<file path="config.mk">
export PLATFORM = sky130hd
export DESIGN_NAME = page_table_with_free_frame_alloc
export DESIGN_NICKNAME = d
export VERILOG_FILES = /design/src/design/ptffa_pkg.sv /design/src/design/page_table_with_free_frame_alloc.sv
export SDC_FILE = /design/constraint.sdc
export NUM_CORES = 1
export LEC_CHECK = 0
export BUFFER_PORTS_ARGS = -buffer_cell sky130_fd_sc_hd__buf_2
export CAP_MARGIN = 20
export CORE_MARGIN = 4
export CORE_UTILIZATION = 55
export DETAILED_ROUTE_END_ITERATION = 16
export HOLD_SLACK_MARGIN = 0.06
export PLACE_DENSITY = 0.72
export REMOVE_ABC_BUFFERS = 1
export SKIP_LAST_GASP = 1
export SLEW_MARGIN = 5
export SYNTH_ARGS = -nofsm -noshare
export SYNTH_HDL_FRONTEND = slang
export SYNTH_SLANG_ARGS = --single-unit
</file>
<file path="constraint.sdc">
create_clock -name aclk -period 4 [get_ports aclk]
set_input_delay 0.2 -clock aclk [delete_from_list [all_inputs] [get_ports aclk]]
set_output_delay 0.2 -clock aclk [all_outputs]
set_load 0.02 [all_outputs]
</file>
<file path="src/design/ptffa_pkg.sv">
// Shared types and codes for the page table with first-free frame allocation.
// No dependencies; imported by page_table_with_free_frame_alloc.
`default_nettype none

package ptffa_pkg;

    // Input operation codes
    localparam logic OP_ACCESS  = 1'b0;
    localparam logic OP_PRELOAD = 1'b1;

    // Result status codes
    typedef enum logic [2:0] {
        ST_HIT     = 3'd0,
        ST_FAULT   = 3'd1,
        ST_OOM     = 3'd2,
        ST_PRE_OK  = 3'd3,
        ST_PRE_REJ = 3'd4
    } status_t;

    // Control sequencer states
    typedef enum logic [1:0] {
        S_CLEAR,
        S_IDLE,
        S_LOOKUP
    } state_t;

    // Decision taken in the lookup cycle
    typedef struct packed {
        logic    load;      // move a result word into the output register
        logic    wr_page;   // write the page entry back
        logic    set_frame; // mark a frame occupied
        logic    use_free;  // the frame is the allocated one, not the requested one
        status_t status;
    } decide_t;

endpackage

`default_nettype wire

</file>
<file path="src/design/page_table_with_free_frame_alloc.sv">
// Page table with first-free frame allocation: top level.
// Depends on ptffa_pkg (status codes, sequencer states, decision struct).
//
// Each input word either accesses a page (hit returns its frame; a miss maps the page into
// the lowest free frame and reports a fault, or reports out of memory when all frames are
// taken or the page is out of range) or preloads a page into a named frame (done only if the
// frame is free and the page unmapped, otherwise rejected). Each word gives exactly one
// result word. S_IDLE reads the page entry from the synchronous page memory on accept;
// S_LOOKUP decides and writes the entry back, waiting while the output register is full;
// no word is accepted until the lookup ends. The result register holds a finished word
// while the next item is accepted. After reset the page memory is cleared by a sweep, one
// entry per cycle, during which no input word is accepted. Frame occupancy sits in a
// flip-flop bitmap scanned by a priority encoder whose result is registered at accept time.
`default_nettype none

module page_table_with_free_frame_alloc
    import ptffa_pkg::*;
#(
    parameter int PAGE_COUNT  = 32,
    parameter int FRAME_COUNT = 16
) (
    input  wire logic       aclk,
    input  wire logic       aresetn,

    input  wire logic       s_valid,
    output logic            s_ready,
    input  wire logic       s_operation,
    input  wire logic [4:0] s_page,
    input  wire logic [3:0] s_frame,

    output logic            m_valid,
    input  wire logic       m_ready,
    output logic [2:0]      m_status,
    output logic [3:0]      m_frame_out
);

    localparam int PAGE_IDX_W  = $clog2(PAGE_COUNT);
    localparam int FRAME_IDX_W = $clog2(FRAME_COUNT);
    localparam int ENTRY_W     = FRAME_IDX_W + 1;   // valid bit on top of the frame number
    localparam logic [PAGE_IDX_W-1:0] LAST_PAGE = PAGE_IDX_W'(PAGE_COUNT - 1);

    // ------------------------------------------------------------------
    // Sequencer state and control registers
    // ------------------------------------------------------------------
    state_t                  state_reg, state_next;
    logic [PAGE_IDX_W-1:0]   clr_cnt_reg, clr_cnt_next;
    logic [FRAME_COUNT-1:0]  occupied_reg, occupied_next;
    logic                    m_valid_reg, m_valid_next;

    // Payload of the item in flight (captured on accept, no reset needed)
    logic                    op_reg;
    logic                    page_ok_reg;
    logic                    frame_ok_reg;
    logic [PAGE_IDX_W-1:0]   page_idx_reg;
    logic [FRAME_IDX_W-1:0]  frame_idx_reg;
    logic                    free_found_reg;
    logic [FRAME_IDX_W-1:0]  free_idx_reg;

    // Output word
    logic [2:0]              m_status_reg;
    logic [3:0]              m_frame_out_reg;

    // Page memory and its ports
    logic [ENTRY_W-1:0]      page_mem [PAGE_COUNT];
    logic [ENTRY_W-1:0]      rd_data_reg;
    logic                    mem_re;
    logic                    mem_we;
    logic [PAGE_IDX_W-1:0]   mem_waddr;
    logic [ENTRY_W-1:0]      mem_wdata;

    // Address and range decode of the incoming word
    logic [PAGE_IDX_W+4:0]   page_wide;
    logic [FRAME_IDX_W+3:0]  frame_wide;
    logic [PAGE_IDX_W-1:0]   in_page_idx;
    logic [FRAME_IDX_W-1:0]  in_frame_idx;
    logic                    in_page_ok;
    logic                    in_frame_ok;

    // First-free search
    logic                    free_found;
    logic [FRAME_IDX_W-1:0]  free_idx;

    // Lookup-cycle decode
    logic                    accept;
    logic                    out_free;
    logic                    clr_done;
    logic                    entry_valid;
    logic [FRAME_IDX_W-1:0]  entry_frame;
    logic [FRAME_IDX_W-1:0]  res_frame;
    logic [FRAME_IDX_W+3:0]  res_frame_wide;
    decide_t                 dec;

    assign page_wide    = {{PAGE_IDX_W{1'b0}}, s_page};
    assign frame_wide   = {{FRAME_IDX_W{1'b0}}, s_frame};
    assign in_page_idx  = page_wide[PAGE_IDX_W-1:0];
    assign in_frame_idx = frame_wide[FRAME_IDX_W-1:0];
    assign in_page_ok   = 32'(s_page) < PAGE_COUNT;
    assign in_frame_ok  = 32'(s_frame) < FRAME_COUNT;

    assign accept      = s_valid && s_ready;
    assign out_free    = !m_valid_reg || m_ready;
    assign clr_done    = clr_cnt_reg == LAST_PAGE;
    assign entry_valid = rd_data_reg[FRAME_IDX_W];
    assign entry_frame = rd_data_reg[FRAME_IDX_W-1:0];

    // Lowest free frame; scan from the top so the lowest index wins
    always_comb begin
        free_found = 1'b0;
        free_idx   = '0;
        for (int k = FRAME_COUNT - 1; k >= 0; k--) begin
            if (!occupied_reg[k]) begin
                free_found = 1'b1;
                free_idx   = FRAME_IDX_W'(k);
            end
        end
    end

    // ------------------------------------------------------------------
    // Lookup decision: page entry read data is valid in S_LOOKUP
    // ------------------------------------------------------------------
    always_comb begin
        dec        = '0;
        dec.status = ST_OOM;
        if (state_reg == S_LOOKUP && out_free) begin
            dec.load = 1'b1;
            if (op_reg == OP_PRELOAD) begin
                // frame_ok guards the bitmap index
                if (page_ok_reg && frame_ok_reg && !entry_valid &&
                    !occupied_reg[frame_idx_reg]) begin
                    dec.status    = ST_PRE_OK;
                    dec.wr_page   = 1'b1;
                    dec.set_frame = 1'b1;
                end else begin
                    dec.status = ST_PRE_REJ;
                end
            end else if (!page_ok_reg) begin
                dec.status = ST_OOM;
            end else if (entry_valid) begin
                dec.status = ST_HIT;
            end else if (free_found_reg) begin
                dec.status    = ST_FAULT;
                dec.wr_page   = 1'b1;
                dec.set_frame = 1'b1;
                dec.use_free  = 1'b1;
            end else begin
                dec.status = ST_OOM;
            end
        end
    end

    always_comb begin
        case (dec.status)
            ST_HIT:    res_frame = entry_frame;
            ST_FAULT:  res_frame = free_idx_reg;
            ST_PRE_OK: res_frame = frame_idx_reg;
            default:   res_frame = '0;
        endcase
    end
    // Frame number masked to the 4-bit result field
    assign res_frame_wide = {4'b0000, res_frame};

    // ------------------------------------------------------------------
    // Sequencer: next state
    // ------------------------------------------------------------------
    always_comb begin
        state_next = state_reg;
        unique case (state_reg)
            S_CLEAR:  if (clr_done) state_next = S_IDLE;
            S_IDLE:   if (s_valid) state_next = S_LOOKUP;
            S_LOOKUP: if (out_free) state_next = S_IDLE;
            default:  state_next = S_CLEAR;
        endcase
    end

    // Sequencer: outputs and memory controls
    always_comb begin
        s_ready      = 1'b0;
        mem_re       = 1'b0;
        mem_we       = 1'b0;
        mem_waddr    = page_idx_reg;
        mem_wdata    = '0;
        clr_cnt_next = clr_cnt_reg;
        unique case (state_reg)
            S_CLEAR: begin
                // Sweep every entry to invalid, frame zero
                mem_we       = 1'b1;
                mem_waddr    = clr_cnt_reg;
                clr_cnt_next = clr_cnt_reg + 1'b1;
            end
            S_IDLE: begin
                s_ready = 1'b1;
                mem_re  = s_valid;
            end
            S_LOOKUP: begin
                mem_we    = dec.wr_page;
                mem_wdata = {1'b1, dec.use_free ? free_idx_reg : frame_idx_reg};
            end
            default: ;
        endcase
    end

    // Occupancy bitmap and output valid
    always_comb begin
        occupied_next = occupied_reg;
        if (dec.set_frame) begin
            occupied_next[dec.use_free ? free_idx_reg : frame_idx_reg] = 1'b1;
        end
        if (dec.load) begin
            m_valid_next = 1'b1;
        end else if (m_ready) begin
            m_valid_next = 1'b0;
        end else begin
            m_valid_next = m_valid_reg;
        end
    end

    // ------------------------------------------------------------------
    // Registers
    // ------------------------------------------------------------------
    always_ff @(posedge aclk) begin
        if (!aresetn) begin
            state_reg    <= S_CLEAR;
            clr_cnt_reg  <= '0;
            occupied_reg <= '0;
            m_valid_reg  <= 1'b0;
        end else begin
            state_reg    <= state_next;
            clr_cnt_reg  <= clr_cnt_next;
            occupied_reg <= occupied_next;
            m_valid_reg  <= m_valid_next;
        end
    end

    // Capture the item and the free-frame search on accept
    always_ff @(posedge aclk) begin
        if (accept) begin
            op_reg         <= s_operation;
            page_ok_reg    <= in_page_ok;
            frame_ok_reg   <= in_frame_ok;
            page_idx_reg   <= in_page_idx;
            frame_idx_reg  <= in_frame_idx;
            free_found_reg <= free_found;
            free_idx_reg   <= free_idx;
        end
        if (dec.load) begin
            m_status_reg    <= dec.status;
            m_frame_out_reg <= res_frame_wide[3:0];
        end
    end

    // Page memory: one write port, one registered read port
    always_ff @(posedge aclk) begin
        if (mem_we) begin
            page_mem[mem_waddr] <= mem_wdata;
        end
        if (mem_re) begin
            rd_data_reg <= page_mem[in_page_idx];
        end
    end

    assign m_valid     = m_valid_reg;
    assign m_status    = m_status_reg;
    assign m_frame_out = m_frame_out_reg;

    // ------------------------------------------------------------------
    // Assertions
    // ------------------------------------------------------------------
    a_no_accept_in_clear: assert property (@(posedge aclk) disable iff (!aresetn)
        state_reg == S_CLEAR |-> !s_ready)
        else $error("input accepted during page memory clear");

    a_result_from_lookup: assert property (@(posedge aclk) disable iff (!aresetn)
        $rose(m_valid_reg) |-> $past(state_reg == S_LOOKUP))
        else $error("result word without a lookup");

    a_alloc_marks_frame: assert property (@(posedge aclk) disable iff (!aresetn)
        dec.set_frame |=> occupied_reg[$past(dec.use_free ? free_idx_reg : frame_idx_reg)])
        else $error("mapped frame not marked occupied");

    a_fault_needs_free: assert property (@(posedge aclk) disable iff (!aresetn)
        dec.status == ST_FAULT && dec.load |-> !occupied_reg[free_idx_reg])
        else $error("fault allocated an occupied frame");

    a_zero_frame_on_fail: assert property (@(posedge aclk) disable iff (!aresetn)
        m_valid_reg && (m_status_reg == ST_OOM || m_status_reg == ST_PRE_REJ)
            |-> m_frame_out_reg == 4'd0)
        else $error("failed result carries a nonzero frame");

endmodule

`default_nettype wire
</file>
==> impl_results.md, run 1 <==
* Port Buffers at 22
* Die Area at 0.01845 mm2
* Internal power at 3.585 mW
* Setup crit end kind: flip-flop
* Fmax at 324.6 MHz
* Share of flip-flops with an asynchronous set or reset at 0%
* Starting Density at 56.36%
* Max FFs per register at 160
* NumNets Final at 602
* DRC violation count after routing at 0
* I/O pin count at 23
* Top post-synthesis cells by area: edfxtp_1 62%, mux4_2 13%, dfxtp_1 5.3%, nor3_1 2.6%, o21ai_0 1.6%
* RR Startpoint: state_reg[1]
* Most frequent cell after synthesis: edfxtp_1
* Setup violators final at 0
* Syn Inst Count at 560
* Yosys top cell by area: edfxtp_1
* PostCTS Resize Cnt at 0
* Maximum VDD drop at 0.0003847 V
* Synthesized cell area at 0.008986 mm2
* Class of the worst hold path: in2reg
* Cell area after layout at 0.01003 mm2
* Vias in the first global route at 5078
* Fin. Hold Viols at 0
* Num CTS Buffers at 21
* Psw at 873.5 uW
* Dpl hpwl at 13050 um
* Slew @ Worst Pin at 1.030 ns
* Crit path kind: reg2reg
* Max-Cap Viols at 0
* Flops & latches, synth at 211
* Share of cells above drive strength 1 at 21.20%
* Post-CTS Setup Bufs at 0
* Combinational power share at 3.3%
* First-pass GRT wire length at 31420 um
* WL met1 at 8493 um
* Setup_tns at 0 ns
* Pwr Total at 4.459 mW
* Seq pwr share at 53.8%
* Metal2 WL at 9823 um
* Clk Latency, worst-skew pair at 0.49 ns
* DR pass1 iterations at 6
* Crit path largest cell delay at 0.62 ns
* CTS tree: done
* Hold EP: occupied_reg[5]
* Worst setup SP type: flip-flop
* Root buf cell: clkbuf_16
* CTS Sinks at 211
* Warning count from the yosys run at 0
* Max layer used: met5
* Top cell type's share of synthesized area at 62.49%
* Worst relative slew slack at 30.61%
* CP Max Fanout at 24
* Reg2reg setup slack at 0.92 ns
* DR WL/cell at 25.13 um
* WL met3 at 1599 um
* Gr ovfl total at 0
* Max Root-Sink Buffers at 3
* Cts hold-fix bufs at 7
* Worst path slowest cell: dfxtp_1
* Power density of the placed cells at 444.6 mW/mm2
* H-tree depth at 1
* Top post-synthesis cells by count: 187 x edfxtp_1, 50 x mux4_2, 46 x nor3_1
* R2R cell count at 7
* EDFF count, synth at 187
* Status: finished, final reports clean
* Worst path top cell family by delay: simple AND/OR/NAND/NOR gates
* Fin crit period at 3.081 ns
* Most used DFF post-synth: edfxtp_1
* Via density per instance at 6.490
* Iteration-0 DRC count of the detailed router at 600
* Final period utilization at 77.02%
* DRT antenna net count at 0
* Die H at 135.8 um
* Crit path DAT at 3.20 ns
* CP Buf/Inv Count at 2
* Critical path cell sequence: nand2b_4 -> inv_2 -> nand4_1 -> a31oi_2 -> nor3_4 -> buf_4 -> nor3_1
* CTS clk-pin slew, worst paths at 0.06 ns
* Leakage at 2.900 nW
* Fin. max-slew vios at 0
* Core Region at 0.01594 mm2
* N_diodes at 0
* # rows at 46
* Synth-to-Final Area Change at 11.61%
* Routability congestion estimate at 0.9911
* Clk pwr share at 42.9%
* Hold path cells at 3
* Cell Area, Placed at 0.009291 mm2
* Largest net degree at the start of global routing at 42
* RSZ-0062 raised after global routing: false
* Sequential area share after synthesis at 67.84%
* Die W at 135.8 um
* R2R Path End: page_mem[12][2]
* Routed vias at 5289
* Overall routed net length at 20480 um
* Critical Path RT at 4.11 ns
* Sw Share at 19.59%
* Syn Area/Cell at 16.05 um2
* All-Layer GR Usage at 22.73%
* Clk_skew at 0.01566 ns
* Worst hold path startpoint: aresetn
* Initial antenna violation count at 2
* Netlist cell types at 53
## power by group through the flow
| stage | Clock (mW) | Sequential [mW] | Combinational [mW] |
|---|---|---|---|
| after detailed placement | 0 | 2.45 | 0.140 |
| after global placement | 0 | 2.45 | 0.139 |
| after global routing | 2.03 | 2.40 | 0.158 |
| final | 1.91 | 2.40 | 0.148 |
| after floorplan | 0 | 2.44 | 0.0786 |
| after CTS | 1.94 | 2.40 | 0.148 |
## cell families after synthesis
family,count (synthesis),synth area share [%]
xor+xnor,3,0.2925
compound gates,86,6.488
mux,68,14.62
buf+inv,45,2.242
flops,211,67.84
fa+ha+maj,2,0.2784
simple gates,145,8.243
## placed cells by master (no fill, tap or decap), drive strengths merged, types with 9 or more instances in the layout
master | synthesis | final
o41ai | 16 | 16
nor2b | 9 | 9
dfxtp | 24 | 24
o21ai | 29 | 29
edfxtp | 187 | 187
mux2i | 12 | 12
clkbuf | 11 | 26
nand2 | 23 | 23
inv | 14 | 14
buf | 20 | 27
a31oi | 10 | 10
nor3 | 47 | 47
a21oi | 9 | 9
nor2 | 29 | 29
mux4 | 50 | 50
## worst max path at each step
| stage | startpoint | endpoint | slack, ns | depth (start not counted) |
|---|---|---|---|---|
| CTS | state_reg[1] | page_mem[12][2] | 0.95 | 7 |
| global placement | state_reg[1] | page_mem[19][3] | 1.11 | 6 |
| finish | state_reg[1] | page_mem[12][2] | 0.92 | 7 |
| global route | state_reg[1] | page_mem[12][3] | 0.70 | 7 |
| detailed placement | state_reg[1] | page_mem[8][4] | 0.98 | 7 |
| floorplan | state_reg[0] | page_mem[0][0] | 0.95 | 6 |
## metal layers
metal  vias up  GRT usage (%)
li1       2314              -
met5         -              0
met1      2646          33.04
met3        40          3.812
met2       285          36.37
met4         4          5.991
## through the flow
step	worst slack [ns]	hold WS [ns]	instances	utilization, %
6_report	0.9190	0.08503	815	62.91
5_1_grt	0.7000	0.1082	815	62.91
4_1_cts	0.9454	0.06537	815	62.91
3_5_place_dp	0.9821	0.3783	772	58.28
3_3_place_gp	1.106	0.3810	772	58.28
2_1_floorplan	0.9458	0.2989	529	-
## tightest hold or removal path: cells and delay by family
kind,cells,cell delay [ns]
AND/OR/NAND/NOR,1,0.08
buffers and inverters,1,0.19
AO/OA/AOI/OAI,1,0.06
## layout make-up
type / instances / area [um2]
repair buffers: 34 / 217.7
clock inverters: 10 / 103.9
multi-input cells: 304 / 2725
fillers: 1126 / 5913
well taps: 216 / 270.3
clock buffers: 26 / 564.3
inverters: 14 / 52.55
flip-flops and latches: 211 / 6096
(Power assumes the default switching activity.)
==> run 2: changes to the inputs <==
--- a/config.mk
+++ b/config.mk
@@ -5,6 +5,7 @@
 export SDC_FILE = /design/constraint.sdc
 export NUM_CORES = 1
 export LEC_CHECK = 0
+export ABC_AREA = 1
 export BUFFER_PORTS_ARGS = -buffer_cell sky130_fd_sc_hd__buf_2
 export CAP_MARGIN = 20
 export CORE_MARGIN = 4
==> constraint.sdc (replaced) <==
create_clock -name aclk -period 2.9 [get_ports aclk]
set_input_delay 0.145 -clock aclk [delete_from_list [all_inputs] [get_ports aclk]]
set_output_delay 0.145 -clock aclk [all_outputs]
set_load 0.02 [all_outputs]
==> run 2 against run 1 <==
Compared with the run above: clock skew increased by 0.0014 ns; first-iteration DRC count increased by 38%; fmax increased by 19%; sequential share of layout area decreased by 0.80 points; via count increased by 20%; critical path depth increased by 3; power increased by 42%; non-clock buffer count increased by 15; flip-flop and latch count unchanged; cell count increased by 31%; wire length increased by 1.5%; register-to-register slack got worse by 0.60 ns.
==> impl_results.md, run 2 <==
* Iteration-0 DRC count of the detailed router at 830
* R2R cell count at 10
* Synthesized cell area at 0.008990 mm2
* Setup crit end kind: flip-flop
* CP Buf/Inv Count at 1
* PostCTS Resize Cnt at 0
* Worst path slowest cell: edfxtp_1
* Flops & latches, synth at 211
* CTS clk-pin slew, worst paths at 0.06 ns
* Routed vias at 6356
* Crit path to: page_mem[17][1]
* I/O pin count at 23
* Root buf cell: clkbuf_16
* All-Layer GR Usage at 22.95%
* Final period utilization at 89.16%
* Setup_tns at 0 ns
* Fin crit period at 2.586 ns
* Max Root-Sink Buffers at 3
* Setup violators final at 0
* Worst relative slew slack at 46.94%
* Max FFs per register at 160
* Top post-synthesis cells by count: 187 x edfxtp_1, 168 x nor2_1, 99 x o21ai_0
* Fmax at 386.8 MHz
* DRT antenna net count at 0
* Overall routed net length at 20780 um
* Vias in the first global route at 6067
* Largest net degree at the start of global routing at 66
* CP Max Fanout at 17
* Dpl hpwl at 13350 um
* # rows at 46
* Clk_skew at 0.01702 ns
* Initial antenna violation count at 0
* Synth-to-Final Area Change at 13.06%
* Cts hold-fix bufs at 11
* Most used DFF post-synth: edfxtp_1
* Netlist cell types at 35
* Core Region at 0.01594 mm2
* Pwr Total at 6.327 mW
* Fin. Hold Viols at 0
* H-tree depth at 1
* Class of the worst hold path: in2reg
* Pre-CTS setup slack at 0.3509 ns
* Worst Setup SP: frame_idx_reg[0]
* Crit path largest cell delay at 0.63 ns
* N_diodes at 0
* Warning count from the yosys run at 0
* Cell Area, Placed at 0.009340 mm2
* Die H at 135.9 um
* Gr ovfl total at 0
* Starting Density at 56.39%
* Worst setup SP type: flip-flop
* Maximum VDD drop at 0.0004729 V
* Power density of the placed cells at 622.5 mW/mm2
* Share of cells above drive strength 1 at 11.54%
* Num CTS Buffers at 22
* Most frequent cell after synthesis: edfxtp_1
* Cell area after layout at 0.01016 mm2
* Crit path kind: reg2reg
* WP depth at 10
* Sequential area share after synthesis at 67.81%
* Setup slack after layout at 0.3144 ns
* Syn Area/Cell at 11.22 um2
* Share of flip-flops with an asynchronous set or reset at 0%
* First-pass GRT wire length at 32700 um
* Post-CTS Setup Bufs at 0
* Most frequent cells in the layout: 187 x edfxtp_1, 164 x nor2_1, 99 x o21ai_0
* Critical Path RT at 3.05 ns
* CTS tree: done
* Worst path top cell family by delay: simple AND/OR/NAND/NOR gates
* DRC violation count after routing at 0
* EDFF count, synth at 187
* Fin Hold WS at 0.1874 ns
* Fin. max-slew vios at 0
* Top post-synthesis cells by area: edfxtp_1 62%, nor2_1 7.0%, o21ai_0 5.5%, dfxtp_1 5.3%, o221ai_1 2.7%
* Yosys top cell by area: edfxtp_1
* Clk Latency, worst-skew pair at 0.51 ns
* RR Startpoint: frame_idx_reg[0]
* Status: finished, final reports clean
* Reg2reg setup slack at 0.31 ns
* Routability congestion estimate at 0.9279
* Crit path DAT at 2.73 ns
* NumNets Final at 850
* DR pass1 iterations at 6
* Critical path cell sequence: inv_1 -> o21ai_0 -> nand3_1 -> nand3_2 -> nand3_4 -> nand2_4 -> nand3_4 -> nand2_8 -> nand2_4 -> nor2_1
* Die W at 135.9 um
* Leakage at 3.445 nW
* Max-Cap Viols at 0
* DR WL/cell at 19.51 um
* RSZ-0062 raised after global routing: false
* R2R Path End: page_mem[17][1]
* Slew @ Worst Pin at 0.7950 ns
* Via density per instance at 5.968
* CTS Sinks at 211
* Port Buffers at 22
* Syn Inst Count at 801
* Die Area at 0.01846 mm2
* Commonest non-fill, non-tap cell in the layout: edfxtp_1
* Top cell type's share of synthesized area at 62.46%
==> run 2: cell count changes in the layout (fill, tap and decap cells not counted), moves of 12 or more <==
cell      change
nor2_1      +140
o21ai_0      +70
mux4_2       -50
inv_1        +45
nor3_1       -42
nand2_1      +34
o221ai_1     +28
nand3_1      +26
a21oi_1      +18
o41ai_1      -16
mux2i_1      -12
==> run 2: through the flow <==
stage	util (%)	cells
after global routing	63.75	1065
after global placement	58.59	1015
after CTS	63.75	1065
after floorplan	-	761
after detailed placement	58.59	1015
final	63.75	1065
==> run 2: kinds of logic (layout without fill, tap and decap cells) <==
family	count (synthesis)	after routing	share of synthesized area, %
DFF	211	211	67.81
and+or+nand+nor	303	303	15.39
buffers and inverters	100	148	4.426
adders and majority gates	2	2	0.2783
AOI/OAI and AO/OA	185	185	12.09
==> run 2: worst min-delay path by stage <==
stage,depth (start not counted),end,slack [ns],start
after floorplan,0,frame_idx_reg[0],0.24,s_frame[0]
after global placement,1,frame_idx_reg[2],0.33,s_frame[2]
after detailed placement,1,frame_idx_reg[1],0.32,s_frame[1]
after CTS,2,page_idx_reg[2],0.17,s_page[2]
after global routing,2,page_idx_reg[2],0.17,s_page[2]
final,2,page_idx_reg[2],0.19,s_page[2]
==> run 2: cell type report <==
type	count	area (um2)
Inverter	60	225.2
Multi-Input combinational cell	490	2506
Clock inverter	15	133.9
Timing Repair Buffer	49	352.8
Sequential cell	211	6096
Fill cell	1185	5779
Clock buffer	24	579.3
Tap cell	216	270.3
==> run 2: worst reg2reg max path, delay by kind of cell, from the launching register on <==
kind	cells	cell delay, ns
AND/OR/NAND/NOR	8	1.27
flip-flops	1	0.63
AO/OA/AOI/OAI	1	0.18
buffers and inverters	1	0.14
==> run 2: power breakdown <==
group / switching (mW) / internal, mW
registers: 0.00915 / 3.29
logic: 0.190 / 0.0837
clock network: 1.13 / 1.62
total: 1.33 / 5.00
==> run 2: metal layers <==
layer  vias up  GRT usage (%)  routed length, um
met5         -              0                  0
met4         0          6.663                542
met3        51          3.701               1656
met2       351          39.05               9994
met1      3017          30.77               8585
li1       2937              -                  -
